===== src/rtl/core/vcfc_pkg.sv =====
// Package: types, codes and sizes shared by the voxel chunk face culler.
package vcfc_pkg;

  localparam int CHUNK_EDGE   = 16;
  localparam int BLOCK_TYPES  = 64;
  localparam int SIDES        = 6;
  localparam int VOXELS       = CHUNK_EDGE * CHUNK_EDGE * CHUNK_EDGE;
  localparam int FACE_CELLS   = CHUNK_EDGE * CHUNK_EDGE;
  localparam int BORDER_CELLS = SIDES * FACE_CELLS;
  localparam int VADDR_W      = 12;
  localparam int BADDR_W      = 11;
  localparam int ID_W         = 6;

  typedef enum logic [2:0] {
    REQ_SET      = 3'd0,
    REQ_GET      = 3'd1,
    REQ_FILL_ALL = 3'd2,
    REQ_FILL_LYR = 3'd3,
    REQ_FILL_COL = 3'd4,
    REQ_BORDER   = 3'd5,
    REQ_CULL     = 3'd6,
    REQ_RSVD     = 3'd7
  } req_t;

  typedef enum logic [0:0] {
    CFG_OPAQUE_TYPES = 1'b0,
    CFG_NB_PRESENT   = 1'b1
  } cfg_reg_t;

  typedef enum logic [2:0] {
    ST_CLEAR,
    ST_IDLE,
    ST_EXEC,
    ST_SWEEP,
    ST_CULL,
    ST_DONE
  } ctl_state_t;

  typedef enum logic [2:0] {
    K_NONE,
    K_CENTER,
    K_VOXEL,
    K_BORDER,
    K_OPAQUE
  } rd_kind_t;

  typedef struct packed {
    logic [2:0] req_type;
    logic [3:0] pos_x;
    logic [3:0] pos_y;
    logic [3:0] pos_z;
    logic [3:0] range_from;
    logic [3:0] range_to;
    logic [5:0] block_id;
    logic [2:0] border_side;
    logic [3:0] border_u;
    logic [3:0] border_v;
    logic       border_bit;
    logic       pass_end;
  } in_item_t;

  typedef struct packed {
    logic [5:0] read_id;
    logic [5:0] face_mask;
    logic       all_air;
    logic       mesh_dirty;
    logic       status;
  } out_item_t;

  typedef struct packed {
    logic load_req;
    logic exec;
    logic sweep_step;
    logic cull_step;
    logic clr_step;
    logic finish;
  } dp_cmd_t;

  typedef struct packed {
    logic [2:0] req_type;
    logic       sweep_last;
    logic       cull_last;
    logic       clr_last;
    logic       out_free;
  } dp_stat_t;

endpackage


===== src/rtl/core/vcfc_ctrl.sv =====
// Controller: request sequencing state machine for the face culler.
module vcfc_ctrl (
  input  logic               clk,
  input  logic               rst_n,
  input  logic               in_valid,
  output logic               in_stall,
  input  vcfc_pkg::dp_stat_t stat,
  output vcfc_pkg::dp_cmd_t  cmd
);
  import vcfc_pkg::*;

  ctl_state_t state_r, state_nxt;

  always_ff @(posedge clk) begin
    if (!rst_n) state_r <= ST_CLEAR;
    else        state_r <= state_nxt;
  end

  always_comb begin
    state_nxt = state_r;
    cmd       = '0;
    in_stall  = 1'b1;
    case (state_r)
      ST_CLEAR: begin
        cmd.clr_step = 1'b1;
        if (stat.clr_last) state_nxt = ST_IDLE;
      end
      ST_IDLE: begin
        in_stall = 1'b0;
        if (in_valid) begin
          cmd.load_req = 1'b1;
          state_nxt    = ST_EXEC;
        end
      end
      ST_EXEC: begin
        cmd.exec = 1'b1;
        case (stat.req_type)
          REQ_FILL_ALL, REQ_FILL_LYR, REQ_FILL_COL: state_nxt = ST_SWEEP;
          REQ_CULL: state_nxt = ST_CULL;
          default:  state_nxt = ST_DONE;
        endcase
      end
      ST_SWEEP: begin
        cmd.sweep_step = 1'b1;
        if (stat.sweep_last) state_nxt = ST_DONE;
      end
      ST_CULL: begin
        cmd.cull_step = 1'b1;
        if (stat.cull_last) state_nxt = ST_DONE;
      end
      ST_DONE: begin
        if (stat.out_free) begin
          cmd.finish = 1'b1;
          state_nxt  = ST_IDLE;
        end
      end
      default: state_nxt = ST_CLEAR;
    endcase
  end

`ifndef SYNTHESIS
  a_no_accept_in_clear: assert property (@(posedge clk) disable iff (!rst_n)
    state_r == ST_CLEAR |-> !cmd.load_req) else $error("request taken during clear");
  a_finish_needs_room: assert property (@(posedge clk) disable iff (!rst_n)
    cmd.finish |-> stat.out_free) else $error("result overwrites pending output");
  a_done_to_idle: assert property (@(posedge clk) disable iff (!rst_n)
    (state_r == ST_DONE && stat.out_free) |=> state_r == ST_IDLE)
    else $error("done state did not release");
  a_exec_once: assert property (@(posedge clk) disable iff (!rst_n)
    cmd.load_req |=> state_r == ST_EXEC) else $error("accepted request not executed");
`endif

endmodule


===== config.mk =====
export PLATFORM = sky130hd
export DESIGN_NAME = vcfc_ctrl
export DESIGN_NICKNAME = d
export VERILOG_FILES = /design/src/rtl/core/vcfc_pkg.sv /design/src/rtl/core/vcfc_ctrl.sv
export SDC_FILE = /design/constraint.sdc
export NUM_CORES = 1
export LEC_CHECK = 0
export ABC_AREA = 1
export BUFFER_PORTS_ARGS = -buffer_cell sky130_fd_sc_hd__buf_2
export CAP_MARGIN = 30
export CORE_AREA = 8 8 45 47
export DETAILED_ROUTE_END_ITERATION = 12
export DIE_AREA = 0 0 53 55
export PLACE_DENSITY = 0.53
export SETUP_SLACK_MARGIN = 0.2
export SLEW_MARGIN = 20
export SYNTH_ARGS = -nofsm -noshare
export SYNTH_HDL_FRONTEND = slang
export SYNTH_SLANG_ARGS = --single-unit

===== constraint.sdc =====
create_clock -name clk -period 1.8 [get_ports clk]
set_input_delay 0.36 -clock clk [delete_from_list [all_inputs] [get_ports clk]]
set_output_delay 0.36 -clock clk [all_outputs]
set_load 0.05 [all_outputs]

==> impl_metrics.ini <==
[status]
status = completed

[setup_path]
cpPeakStageDelay_ns = 0.35
required_ns = 1.44
regToRegStartpoint = state_r[0]$_SDFFE_PN0P_
path_cells = inv_4 > nand2_2 > nor2_2 > inv_1 > nor2_4 > buf_6
end_kind = primary output
crit_type = flip-flop to primary output
crit_slowest_cell = dfxtp_2
path_max_fanout = 5
critPathArrivalTime_ns = 1.19
rrSetupSlack_ns = 0.55
r2r_cells = 7
worst_setup_path_start_kind = flip-flop
rr_endpoint = state_r[0]$_SDFFE_PN0P_

[cells_and_area]
nets = 95
stdcell_count = 100
seq_area_sq_um = 65.1
syn2layout_area_growth_pct = 44.6
nFillCells = 161
multi_input_area_sq_um = 256
drive_above_1_share = 0.452
final_area_sq_um = 519
antenna_cells = 0
largest_reg_flops = 3
max_flop_register = state_r
top_regs = state_r x3

[timing]
slew_headroom = 0.781
drv_slew = 0
setup_violations = 0
setup_ws_ns = 0.248
fin_skew_ns = 0.00456
finalCriticalPeriod_ns = 1.55
fmax_mhz = 644
fin_tns_setup_ns = 0
hold_viol_final = 0
tightest_slew_ns = 0.325
period_share = 0.862
rsz0062_at_grt = yes

[synth]
synthCells = 65
synth_edf_count = 0
yosysWarnings = 0
synth_fp_nets = 75
avgSynthCellArea_sq_um = 5.52
synthTopCellsByCount = 16 x nand2_1, 12 x nor2_1, 10 x inv_1, 5 x nor2_2, 3 x dfxtp_1
synth_area_leader_cell = dfxtp_1
async_flop_share = 0
ys_seq_area_frac = 0.167
synth-main-ff-cell = dfxtp_1
synth_cell_type_count = 19
synth-seq-cells = 3
synth_top_area_frac = 0.167
synthTopCellsByArea = dfxtp_1 17%, nand2_1 17%, nor2_1 13%, inv_1 10%, nor2_2 8.7%
syn-cell-area_sq_um = 359
yosysMostFrequentCell = nand2_1

[min_path]
min_path_cells = 3
hold_end = state_r[0]$_SDFFE_PN0P_
worst_hold_path_type = input pin to flip-flop
hp-start = rst_n

[global_route]
grt_pass1_vias = 400
grt_util_all_layers = 0.0747
grt_max_degree = 12
antenna_found_initial = 0
grt.overflow.total = 0
grt_pass1_wl_microns = 1630

[route]
firstDrtPassIters = 3
routed_wirelength_microns = 935
post-route-drc-count = 0
routedWlPerCell_microns = 9.35
via_per_inst = 4.18
routed-via-count = 418
first_iter_violations = 2
ant_nets = 0

[clocking]
cts_root_buf = clkbuf_4
cts_sinks = 3
post_cts_buffers = 0
path_clk_slew_ns = 0.04
cts_tree = done
cts_buffers = 3
cts_buffer_depth = 2
clk_latency_ns = 0.24
cts-htree-levels = 1

[place]
dpl_cell_area_sq_um = 462
dp_slack_ns = 0.266
routabilityCongestion = 0.810
dp_hpwl_microns = 776
port_buffers = 16
placedCellCount = 96

[pwr]
power_frac_seq = 0.162
ir_drop_mv = 0.552
power_switching_share = 0.590
internal_power_mw = 0.439
p_per_area_mw_per_mm2 = 2060
power_mw = 1.07
p_clk_frac = 0.115
p_switching_mw = 0.632
power_frac_comb = 0.723
leakagePower_nw = 0.296

[die]
rows = 14
core_area_sq_mm = 0.00138
dieArea_sq_mm = 0.00292
start_util = 0.259
io_pins = 17
fp.dieW_microns = 53
die_h_microns = 55

[run]
maxCapViolCount = 0
-- metrics by stage --
stage | util | hold WS [ns]
after floorplan | - | 0.480
after global routing | 0.375 | 0.367
after detailed placement | 0.334 | 0.612
after global placement | 0.334 | 0.601
after CTS | 0.366 | 0.357
final | 0.375 | 0.363
-- power by group through the flow --
| stage | Combinational, mW | Clock (mW) | Sequential, mW |
|---|---|---|---|
| floorplan | 0.655 | 0 | 0.125 |
| global placement | 0.736 | 0 | 0.157 |
| detailed placement | 0.736 | 0 | 0.158 |
| CTS | 0.767 | 0.129 | 0.163 |
| global route | 0.849 | 0.137 | 0.183 |
| finish | 0.774 | 0.123 | 0.174 |
-- kinds of logic after synthesis --
logic type,Yosys count,synth area share
buffers and inverters,14,0.188
flip-flops,3,0.167
AO/OA/AOI/OAI,4,0.0627
AND/OR/NAND/NOR,44,0.582
-- layout by cell type (no fill, tap or decap), types with 2 or more instances in the layout --
cell type	n
nor2_2	7
nor2_1	9
inv_1	10
buf_4	5
nor3_2	3
nand4_1	2
buf_2	11
clkbuf_4	3
nand3_1	2
nand2_2	3
nand2_1	15
-- layout make-up --
cell class	count	share of cell area
Sequential cell	3	0.125
Clock buffer	4	0.0506
Inverter	12	0.0916
Multi-Input combinational cell	48	0.494
Tap cell	16	0.0386
Timing Repair Buffer	17	0.200
-- metal layers --
metal,up-vias,GRT usage,share of wire
met5,-,0,0
met4,0,0.0517,0
met3,0,0.0401,0.094
met2,13,0.0996,0.45
met1,168,0.0893,0.46
li1,237,-,-
-- how the worst max path moves through the flow --
stage,endpoint,cells past startpoint,start
final,cmd[5],6,state_r[1]$_SDFFE_PN0P_
after global placement,cmd[5],6,state_r[1]$_SDFFE_PN0P_
after global routing,cmd[5],6,state_r[1]$_SDFFE_PN0P_
after detailed placement,cmd[5],6,state_r[1]$_SDFFE_PN0P_
after floorplan,cmd[5],5,state_r[1]$_SDFFE_PN0P_
after CTS,cmd[5],6,state_r[1]$_SDFFE_PN0P_
-- critical path: cells and delay by family (launching register included) --
kind	cells	cell delay [ns]
buf+inv	3	0.34
simple gates	3	0.26
flops	1	0.35
-- timing repair --
| action | 4_1_cts | 5_1_grt |
|---|---|---|
| hold buffers | 0 | 0 |
| hold endpoints to repair | 0 | 0 |
| gates resized for setup | 8 | 6 |
| endpoints found under the setup margin | 4 | 5 |
Power figures use the tool's default switching activity.
